### config.mk
export PLATFORM = sky130hd
export DESIGN_NAME = swd_write_transfer_master
export DESIGN_NICKNAME = d
export VERILOG_FILES = /design/src/swd_wt_pkg.sv /design/src/swd_write_transfer_master.sv
export VERILOG_INCLUDE_DIRS = /design/src /design/src/src
export SDC_FILE = /design/constraint.sdc
export NUM_CORES = 1
export LEC_CHECK = 0
export BUFFER_PORTS_ARGS = -buffer_cell sky130_fd_sc_hd__buf_4
export CORE_MARGIN = 10
export CORE_UTILIZATION = 39
export DETAILED_ROUTE_END_ITERATION = 6
export GPL_ROUTABILITY_DRIVEN = 0
export SLEW_MARGIN = 10
export SYNTH_ARGS = -nofsm -noshare
export SYNTH_HDL_FRONTEND = slang
export SYNTH_SLANG_ARGS = --single-unit
### constraint.sdc
create_clock -name clk -period 9.35 [get_ports clk]
set_input_delay 0.935 -clock clk [delete_from_list [all_inputs] [get_ports clk]]
set_output_delay 0.935 -clock clk [all_outputs]
set_load 0.01 [all_outputs]
### src/swd_write_transfer_master_assert.svh
// ---------------------------------------------------------------------------
// Assertion macros for the SWD write transfer master.
// Synthesis sees empty bodies; simulation gets clocked concurrent checks.
// ---------------------------------------------------------------------------
`ifndef SWD_WRITE_TRANSFER_MASTER_ASSERT_SVH
`define SWD_WRITE_TRANSFER_MASTER_ASSERT_SVH

`ifndef SYNTHESIS

// Same-cycle implication, disabled while reset is asserted.
`define SWD_ASSERT_IMP(lbl, clk, rst_n, ante, cons) \
  lbl: assert property (@(posedge clk) disable iff (!rst_n) (ante) |-> (cons)) \
    else $error("swd write transfer assertion failed");

// Next-cycle implication, disabled while reset is asserted.
`define SWD_ASSERT_NXT(lbl, clk, rst_n, ante, cons) \
  lbl: assert property (@(posedge clk) disable iff (!rst_n) (ante) |=> (cons)) \
    else $error("swd write transfer assertion failed");

`else

`define SWD_ASSERT_IMP(lbl, clk, rst_n, ante, cons)
`define SWD_ASSERT_NXT(lbl, clk, rst_n, ante, cons)

`endif

`endif

### src/swd_wt_pkg.sv
// ---------------------------------------------------------------------------
// swd_wt_pkg
// Types and fixed constants of the SWD write transfer master.
// ---------------------------------------------------------------------------
`default_nettype none

package swd_wt_pkg;

  localparam int unsigned DataBits     = 32;
  localparam int unsigned HeaderClocks = 8;
  localparam int unsigned AckBits      = 3;

  // Positions inside the request header.
  localparam logic [5:0] PosStart  = 6'd0;
  localparam logic [5:0] PosLastRq = 6'd4;
  localparam logic [5:0] PosParity = 6'd5;
  localparam logic [5:0] PosStop   = 6'd6;
  localparam logic [5:0] PosPark   = 6'd7;

  typedef enum logic {
    REQ_START = 1'b0,
    REQ_TICK  = 1'b1
  } req_type_t;

  typedef logic [5:0] wire_idx_t;
  typedef logic [6:0] wire_pos_t;

  typedef struct packed {
    logic       cycle_valid;
    logic       drive_bit;
    logic       drive_enable;
    logic       busy_flag;
    logic       transfer_done;
    logic [2:0] ack_code;
  } result_t;

endpackage

`default_nettype wire

### src/swd_write_transfer_master.sv
// ---------------------------------------------------------------------------
// swd_write_transfer_master
// Host side of one SWD write transfer, one wire clock per tick request while a transfer runs.
// The result of a request appears in the output register in the cycle after
// the request is accepted. Throughput: one request per cycle; the input
// stalls only while a finished result is held by a stalled output.
// Reset (rst_n low, synchronous): idle, turnaround of one clock, output empty.
// ---------------------------------------------------------------------------
`default_nettype none

module swd_write_transfer_master (
  input  wire logic        clk,
  input  wire logic        rst_n,
  // Configuration write channel: turnaround length.
  input  wire logic        cfg_valid,
  output logic             cfg_ready,
  input  wire logic [2:0]  cfg_turnaround_cycles,
  // Request channel.
  input  wire logic        in_valid,
  output logic             in_stall,
  input  wire logic        in_req_type,
  input  wire logic [3:0]  in_request_bits,
  input  wire logic [31:0] in_write_word,
  input  wire logic        in_line_level,
  // Result channel.
  output logic             out_valid,
  input  wire logic        out_stall,
  output logic             out_cycle_valid,
  output logic             out_drive_bit,
  output logic             out_drive_enable,
  output logic             out_busy_flag,
  output logic             out_transfer_done,
  output logic [2:0]       out_ack_code
);

  import swd_wt_pkg::*;

  `include "swd_write_transfer_master_assert.svh"

  // -------------------------------------------------------------------------
  // State registers. Only the control state is reset; the request latch,
  // the data shifter, the parity and the acknowledge are always loaded by a
  // start request before a tick can read them.
  // -------------------------------------------------------------------------
  logic [2:0]  turnaround_r;
  logic        active_r,     active_nxt;
  wire_idx_t   idx_r,        idx_nxt;
  logic [3:0]  request_r,    request_nxt;
  logic [31:0] word_r,       word_nxt;
  logic        parity_r,     parity_nxt;
  logic [2:0]  ack_r,        ack_nxt;
  logic        out_valid_r,  out_valid_nxt;
  result_t     result_r,     result_nxt;

  logic        accept_in;

  // Phase boundaries, derived from the current turnaround on every tick so a
  // mid-transfer change behaves like the decoder sees it at that moment.
  wire_pos_t   pos;
  wire_pos_t   ack_start;
  wire_pos_t   ack_end;
  wire_pos_t   data_start;
  wire_pos_t   last_pos;
  wire_pos_t   ack_offset;
  logic [1:0]  req_sel;

  // The configuration register can always be written.
  assign cfg_ready = 1'b1;

  // One output register separates the two sides: a new request is taken
  // unless a finished result is still waiting on a stalled output.
  assign in_stall  = out_valid_r & out_stall;
  assign accept_in = in_valid & ~in_stall;

  assign pos        = {1'b0, idx_r};
  assign ack_start  = wire_pos_t'(HeaderClocks) + {4'b0, turnaround_r};
  assign ack_end    = ack_start + wire_pos_t'(AckBits);
  assign data_start = ack_end + {4'b0, turnaround_r};
  assign last_pos   = data_start + wire_pos_t'(DataBits);
  assign ack_offset = pos - ack_start;
  assign req_sel    = 2'(idx_r - 6'd1);

  // -------------------------------------------------------------------------
  // Wire clock decoder. A tick while active emits one wire clock; the phase
  // follows the index and turnaround: header, first turnaround, acknowledge,
  // second turnaround, data, and finally the data parity which ends the
  // transfer. Anything else (idle ticks, start requests) drives a parked 1.
  // -------------------------------------------------------------------------
  always_comb begin
    active_nxt  = active_r;
    idx_nxt     = idx_r;
    request_nxt = request_r;
    word_nxt    = word_r;
    parity_nxt  = parity_r;
    ack_nxt     = ack_r;

    result_nxt               = '0;
    result_nxt.drive_bit     = 1'b1;
    result_nxt.drive_enable  = 1'b1;

    if (accept_in) begin
      if (req_type_t'(in_req_type) == REQ_START) begin
        // A start while a transfer runs is dropped.
        if (!active_r) begin
          active_nxt  = 1'b1;
          idx_nxt     = '0;
          request_nxt = in_request_bits;
          word_nxt    = in_write_word;
          parity_nxt  = 1'b0;
          ack_nxt     = '0;
        end
      end else if (active_r) begin
        result_nxt.cycle_valid = 1'b1;
        if (idx_r == PosStart) begin
          result_nxt.drive_bit = 1'b1;
        end else if (idx_r <= PosLastRq) begin
          result_nxt.drive_bit = request_r[req_sel];
          parity_nxt           = parity_r ^ request_r[req_sel];
        end else if (idx_r == PosParity) begin
          result_nxt.drive_bit = parity_r;
          parity_nxt           = 1'b0;
        end else if (idx_r == PosStop) begin
          result_nxt.drive_bit = 1'b0;
        end else if (idx_r == PosPark) begin
          result_nxt.drive_bit = 1'b1;
        end else if (pos < ack_start) begin
          result_nxt.drive_enable = 1'b0;
          result_nxt.drive_bit    = 1'b0;
        end else if (pos < ack_end) begin
          // Target drives the acknowledge; the first sample lands in bit 0.
          result_nxt.drive_enable = 1'b0;
          result_nxt.drive_bit    = 1'b0;
          ack_nxt = ack_r | (3'({2'b0, in_line_level}) << ack_offset[1:0]);
        end else if (pos < data_start) begin
          result_nxt.drive_enable = 1'b0;
          result_nxt.drive_bit    = 1'b0;
        end else if (pos < last_pos) begin
          // Data goes out least significant bit first.
          result_nxt.drive_bit = word_r[0];
          parity_nxt           = parity_r ^ word_r[0];
          word_nxt             = {1'b0, word_r[31:1]};
        end else begin
          result_nxt.drive_bit     = parity_r;
          result_nxt.transfer_done = 1'b1;
          result_nxt.ack_code      = ack_r;
          active_nxt               = 1'b0;
        end
        idx_nxt = result_nxt.transfer_done ? '0 : idx_r + 6'd1;
      end
    end

    result_nxt.busy_flag = active_nxt;

    // The output register fills on every accepted request and empties when
    // the downstream side takes the result.
    if (accept_in) begin
      out_valid_nxt = 1'b1;
    end else if (!out_stall) begin
      out_valid_nxt = 1'b0;
    end else begin
      out_valid_nxt = out_valid_r;
    end
  end

  always_ff @(posedge clk) begin
    if (!rst_n) begin
      turnaround_r <= 3'd1;
      active_r     <= 1'b0;
      idx_r        <= '0;
      out_valid_r  <= 1'b0;
    end else begin
      if (cfg_valid && cfg_ready) begin
        turnaround_r <= cfg_turnaround_cycles;
      end
      active_r    <= active_nxt;
      idx_r       <= idx_nxt;
      out_valid_r <= out_valid_nxt;
    end
  end

  always_ff @(posedge clk) begin
    request_r <= request_nxt;
    word_r    <= word_nxt;
    parity_r  <= parity_nxt;
    ack_r     <= ack_nxt;
    if (accept_in) begin
      result_r <= result_nxt;
    end
  end

  assign out_valid         = out_valid_r;
  assign out_cycle_valid   = result_r.cycle_valid;
  assign out_drive_bit     = result_r.drive_bit;
  assign out_drive_enable  = result_r.drive_enable;
  assign out_busy_flag     = result_r.busy_flag;
  assign out_transfer_done = result_r.transfer_done;
  assign out_ack_code      = result_r.ack_code;

  // -------------------------------------------------------------------------
  // Checks.
  // -------------------------------------------------------------------------
  // An idle block always restarts from the first header clock.
  `SWD_ASSERT_IMP(a_idle_index_zero, clk, rst_n, !active_r, idx_r == '0)
  // The line is never reported high while the host is not driving it.
  `SWD_ASSERT_IMP(a_float_low, clk, rst_n, out_valid_r && !result_r.drive_enable,
                  !result_r.drive_bit)
  // The final data parity clock ends the transfer and is a real wire clock.
  `SWD_ASSERT_IMP(a_done_ends, clk, rst_n, out_valid_r && result_r.transfer_done,
                  result_r.cycle_valid && !result_r.busy_flag)
  // A completed tick of the last clock leaves the block idle.
  `SWD_ASSERT_NXT(a_done_idle, clk, rst_n, accept_in && result_nxt.transfer_done,
                  !active_r)

endmodule

`default_nettype wire

==> flow_summary_export.csv, run 1 <==
group,metric,value,unit
drt,drc,0,
clocking,cts_setup_buffers,0,
global_routing,grt_pass1_vias,2426,
synthesis,ys_seq_area_share,50.6,%
clocking,clk_root_buffer_cell,"clkbuf_8",
drt,first_pass_iters,4,
setup_path,cp-start-kind,"flop",
setup_path,r2r_end,"word_r[0]$_DFFE_PP_",
drt,wl_per_cell,15.7,µm
synthesis,syn_area,3280,µm²
synthesis,yosysTopAreaCellShare,43.9,%
floorplanning,die_y,112,µm
power,vdd_drop_max,0.0990,mV
cells_and_area,antenna_cells,0,
status,status,"completed",
drt,vias_per_cell,5.19,
timing,max_freq,0.226,GHz
run,maxCapViolations,0,
timing,setup_tns,0,ns
synthesis,synth-main-ff-cell,"edfxtp_1",
timing,skew,0.00996,ns
synthesis,synth.area.top_cells,"edfxtp_1, mux2_2, ha_1, dfxtp_1, inv_1",
cells_and_area,nNetsFinal,401,
floorplanning,rows,33,
floorplanning,pin_count,57,
timing,hold_viol,0,
floorplanning,die_x,112,µm
power,power.total,0.609,mW
clocking,numClockSinks,59,
clocking,cts_tree,"yes",
placement,dp_hpwl,5120,µm
synthesis,synth_top_cell_by_area,"edfxtp_1",
setup_path,cp-end-kind,"flop",
hold_path,hold_path_class,"reg2reg",
setup_path,r2r_slack,4.92,ns
synthesis,postSynthCellCount,272,
placement,numPortBuffers,55,
floorplanning,fp.dieArea,12500,µm²
global_routing,grt_pass1_wl,11400,µm
setup_path,reg2reg_from,"turnaround_r[0]$_SDFFE_PN1P_",
setup_path,reg2regPathDepth,13,
global_routing,antenna_found_initial,0,
synthesis,synth_edf_count,48,
synthesis,avgSynthCellArea,12.1,µm²
power,power.density,152,nW/µm²
power,p_leak,1.59,nW
timing,tightest_slew,1.01,ns
clocking,clockBufferDepth,2,
timing,period_share,47.4,%
clocking,clk_latency,0.34,ns
clocking,cts_htree_levels,3,
floorplanning,core,8220,µm²
global_routing,grt_overflow,0,
setup_path,path_class,"reg2reg",
cells_and_area,final_cells,440,
cells_and_area,area_delta_synth_final,21.9,%
cells_and_area,mostFrequentLayoutCells,"buf_4, edfxtp_1, mux2_2",
synthesis,synth_nets,343,
clocking,cts_buffers,9,
timing,final-setup-viol-count,0,
setup_path,startpoint,"turnaround_r[0]$_SDFFE_PN1P_",
drt,dr_total_vias,2285,
placement,place_area,3800,µm²
cells_and_area,postLayoutCellArea,4000,µm²
clocking,cts_resized,0,
clocking,cts.clk_slew.worst_paths,0.08,ns
timing,period_needed,4.43,ns
timing,rsz0062_at_grt,"false",
cells_and_area,drive_above_1_share,33.4,%
cells_and_area,final_common_cell,"buf_4",
setup_path,worstPathMaxFanout,32,
placement,dp_cells,424,
floorplanning,start_util,39.9,%
timing,hold-worst-slack,0.547,ns
clocking,hold_buffers,0,
synthesis,ys_ff_latch,59,
setup_path,required,9.31,ns
synthesis,yosysWarnings,0,
timing,maxSlewViolCount,0,
global_routing,grt_start_max_net_pins,40,
drt,drt_iter0_markers,117,
synthesis,synthArstFlopShare,0,%
synthesis,synth_cell_types,52,
drt,wirelength,6920,µm
setup_path,endpoint,"word_r[0]$_DFFE_PP_",
drt,detail-route-antenna-nets,0,
timing,slew_headroom,32.8,%
global_routing,track_usage,11.0,%
setup_path,critPathArrivalTime,4.39,ns
## kinds of logic after synthesis
group	count (synthesis)	share of synthesized area, %
other cells	1	0.114
xor+xnor	6	1.60
flops	59	50.6
simple gates	66	9.95
buf+inv	26	3.32
compound gates	54	12.4
mux	35	12.2
fa+ha+maj	25	9.76
## Yosys cell counts (2+ instances only)
library cell / number
mux2i_1: 3
edfxtp_1: 48
nand3_1: 9
o21ai_0: 9
and3_1: 5
o22ai_1: 2
inv_1: 17
ha_1: 24
a31oi_1: 4
a21oi_1: 9
xnor2_1: 5
dfxtp_1: 11
nor2b_1: 4
nand2b_1: 2
mux2_2: 31
o311ai_0: 4
a21boi_1: 2
and2_1: 4
clkbuf_1: 6
nand2_1: 16
nor2_1: 16
o311ai_1: 3
nor3_1: 5
a211oi_1: 2
o211ai_1: 4
## registers in the layout, summed over array words and instances (netlist names)
signal             flops
out_busy_flag          1
out_drive_enable       1
out_valid              1
out_cycle_valid        1
parity_r               1
request_r              4
out_transfer_done      1
ack_r                  3
idx_r                  6
word_r                32
out_ack_code           3
active_r               1
out_drive_bit          1
turnaround_r           3
## metrics by stage
| stage | worst slack (ns) | util (%) |
|---|---|---|
| 2_1_floorplan | 4.73 | - |
| 3_3_place_gp | 5.00 | 46.2 |
| 3_5_place_dp | 4.88 | 46.2 |
| 4_1_cts | 4.86 | 48.7 |
| 5_1_grt | 4.55 | 48.7 |
| 6_report | 4.92 | 48.7 |
## report_power, final
group	total, mW	internal [mW]	switching [mW]
clock network	0.233	0.124	0.108
registers	0.304	0.298	0.00591
logic	0.0729	0.0382	0.0347
total	0.609	0.460	0.149
## layer usage
layer | vias up | GRT usage, % | wire length [µm] | part of all wire (%)
li1 | 1138 | - | - | -
met1 | 1079 | 13.2 | 3180 | 46
met2 | 62 | 17.3 | 3180 | 46
met3 | 6 | 5.26 | 494 | 7.1
met4 | 0 | 2.57 | 70 | 1.0
met5 | - | 0 | 0 | 0
## cell type report
cell class / count / area (µm²)
Sequential cell: 59 / 1660
Timing Repair Buffer: 56 / 420
Clock inverter: 7 / 75.1
Clock buffer: 9 / 124
Fill cell: 792 / 4220
Multi-Input combinational cell: 187 / 1520
Tap cell: 105 / 131
Inverter: 17 / 63.8
## worst max-delay path: stages (launching register included)
cell      delay (ns)
dfxtp_1         0.43
inv_1           0.10
ha_1            0.28
inv_1           0.08
ha_1            0.25
xor2_1          0.23
a21oi_1         0.10
nor2_1          0.12
xnor2_1         0.13
ha_1            0.27
a21o_1          0.22
a221oi_2        0.74
nand3_1         0.24
a21oi_4         0.84
## how the worst min path moves through the flow
stage	start	to	depth (start not counted)
after floorplan	word_r[1]$_DFFE_PP_	word_r[0]$_DFFE_PP_	1
after global placement	word_r[6]$_DFFE_PP_	word_r[5]$_DFFE_PP_	1
after detailed placement	word_r[2]$_DFFE_PP_	word_r[1]$_DFFE_PP_	1
after CTS	word_r[16]$_DFFE_PP_	word_r[15]$_DFFE_PP_	1
after global routing	word_r[16]$_DFFE_PP_	word_r[15]$_DFFE_PP_	1
final	word_r[16]$_DFFE_PP_	word_r[15]$_DFFE_PP_	1
No activity file was read; power rests on OpenSTA's default activity.
==> run 2, diff against run 1 <==
==> constraint.sdc (replaced) <==
create_clock -name clk -period 3.85 [get_ports clk]
set_input_delay 0.385 -clock clk [delete_from_list [all_inputs] [get_ports clk]]
set_output_delay 0.385 -clock clk [all_outputs]
set_load 0.01 [all_outputs]
==> run 2 against run 1 <==
- routed wire length grew 0.88%
- non-clock buffer count grew 4
- combinational power grew to 2.5 times the previous value
- critical path depth increased by 2
- total power rose by 150%
- flip-flop and latch count unchanged
- clock skew is 0.0031 ns higher
- largest power group unchanged
==> flow_summary_export.csv, run 2 (synthesis gave the netlist of run 1 again) <==
group,metric,value,unit
status,status,"completed",
timing,period_share,87.5,%
global_routing,antenna_found_initial,0,
hold_path,hp-start,"in_request_bits[1]",
timing,period_needed,3.37,ns
floorplanning,fp.dieArea,12500,µm²
cells_and_area,mostFrequentLayoutCells,"buf_4, edfxtp_1, mux2_2",
hold_path,worstHoldPathCells,1,
global_routing,gr-usage-met2,17.4,%
setup_path,critPathArrivalTime,3.40,ns
floorplanning,core,8220,µm²
global_routing,grt_overflow,0,
placement,dp_cells,428,
clocking,cts.clk_slew.worst_paths,0.07,ns
power,p_leak,1.62,nW
clocking,cts_resized,0,
clocking,numClockSinks,59,
floorplanning,rows,33,
placement,dp_hpwl,5150,µm
drt,drt_iter0_markers,80,
placement,numPortBuffers,55,
setup_path,cp-start-kind,"flop",
cells_and_area,top_regs,"word_r: 32 flops, idx_r: 6 flops, request_r: 4 flops",
clocking,cts_tree,"yes",
timing,hold_viol,0,
cells_and_area,drive_above_1_share,33.9,%
setup_path,cpLargestDelayFamily,"compound AO/OA/AOI/OAI gates",
setup_path,cp-end-kind,"flop",
clocking,hold_buffers,0,
global_routing,track_usage,11.4,%
drt,detail-route-antenna-nets,0,
clocking,cts_setup_buffers,0,
setup_path,path_class,"reg2reg",
setup_path,worstPathMaxFanout,32,
timing,setup_tns,0,ns
global_routing,grt_start_max_net_pins,40,
setup_path,slowest_delay,0.44,ns
drt,wirelength,6980,µm
global_routing,grt_use_met3,5.26,%
clocking,clk_latency,0.34,ns
run,maxCapViolations,0,
timing,maxSlewViolCount,0,
drt,first_pass_iters,4,
setup_path,critPathMostFrequentCell,"ha_1",
setup_path,reg2regPathDepth,15,
global_routing,grt_busiest_layer,"met2",
setup_path,reg2reg_from,"turnaround_r[0]$_SDFFE_PN1P_",
power,vdd_drop_max,0.212,mV
floorplanning,die_x,112,µm
cells_and_area,top_register,"word_r",
hold_path,hold_path_class,"in2reg",
setup_path,path_buf_inv,3,
clocking,cts_buffers,9,
global_routing,grt_pass1_wl,11700,µm
floorplanning,pin_count,57,
setup_path,r2r_end,"word_r[17]$_DFFE_PP_",
cells_and_area,final_cells,444,
drt,dr_total_vias,2292,
cells_and_area,largest_reg_flops,32,
cells_and_area,nNetsFinal,405,
clocking,clockBufferDepth,2,
global_routing,gr-usage-met1,14.2,%
timing,rsz0062_at_grt,"false",
drt,vias_per_cell,5.16,
cells_and_area,antenna_cells,0,
drt,wl_per_cell,15.7,µm
clocking,clk_root_buffer_cell,"clkbuf_8",
cells_and_area,area_delta_synth_final,23.3,%
floorplanning,start_util,39.9,%
timing,skew,0.0131,ns
clocking,cts_htree_levels,3,
drt,drc,0,
floorplanning,die_y,112,µm
setup_path,r2r_slack,0.48,ns
power,power.density,374,nW/µm²
setup_path,worstPathCellList,"inv_1, ha_1, inv_1, ha_1, xor2_1, a21oi_1, nor2_1, xnor2_1, ha_1, o21ai_0, o21bai_1, o311a_1, nand3_1, a21oi_4, buf_12",
setup_path,crit_slowest_cell,"dfxtp_1",
global_routing,grt_pass1_vias,2452,
setup_path,required,3.88,ns
timing,max_freq,0.297,GHz
timing,final-setup-viol-count,0,
cells_and_area,final_common_cell,"buf_4",
hold_path,holdPathEnd,"request_r[1]$_DFFE_PP_",
run 2: layout make-up:
cell class,count,area (µm²)
clock buffer,13,159
clock inverter,3,46.3
fill,761,4170
inverter,17,63.8
multi-input combinational,187,1520
sequential,59,1660
tap,105,131
timing repair buffer,60,463
run 2: worst register-to-register path, delay by kind of cell (launching register included):
kind / cells / cell delay [ns]
compound gates: 5 / 0.89
xor+xnor: 2 / 0.30
fa+ha+maj: 3 / 0.83
buf+inv: 3 / 0.41
flops: 1 / 0.44
simple gates: 2 / 0.20
run 2: stage by stage:
stage,worst slack [ns],util [%],total power [mW],hold WS (ns),area (µm²)
2_1_floorplan,0.223,-,0.858,0.484,3290
6_report,0.482,49.2,1.51,0.221,4050
4_1_cts,0.470,49.2,1.53,0.209,4050
3_3_place_gp,0.596,46.7,0.932,0.528,3840
3_5_place_dp,0.498,46.7,0.935,0.536,3840
5_1_grt,0.256,49.2,1.58,0.199,4050
run 2: how the worst max path moves through the flow:
stage	startpoint	depth (start not counted)	slack, ns	end
2_1_floorplan	turnaround_r[0]$_SDFFE_PN1P_	14	0.22	word_r[0]$_DFFE_PP_
3_5_place_dp	turnaround_r[0]$_SDFFE_PN1P_	15	0.50	word_r[5]$_DFFE_PP_
3_3_place_gp	turnaround_r[0]$_SDFFE_PN1P_	14	0.60	word_r[0]$_DFFE_PP_
5_1_grt	turnaround_r[0]$_SDFFE_PN1P_	15	0.26	out_busy_flag$_DFFE_PP_
4_1_cts	turnaround_r[0]$_SDFFE_PN1P_	14	0.47	word_r[17]$_DFFE_PP_
6_report	turnaround_r[0]$_SDFFE_PN1P_	15	0.48	word_r[17]$_DFFE_PP_
run 2: per-layer routing:
metal | vias to the layer above | part of all wire, %
met1 | 1081 | 48
met2 | 57 | 45
met4 | 0 | 0.82
met3 | 8 | 6.7
met5 | - | 0
li1 | 1146 | -
run 2: power by group:
part	leakage, nW	switching, mW	internal [mW]
Combinational	0.990	0.0866	0.0962
Sequential	0.532	0.0135	0.723
Clock	0.0998	0.257	0.336
Total	1.62	0.357	1.16
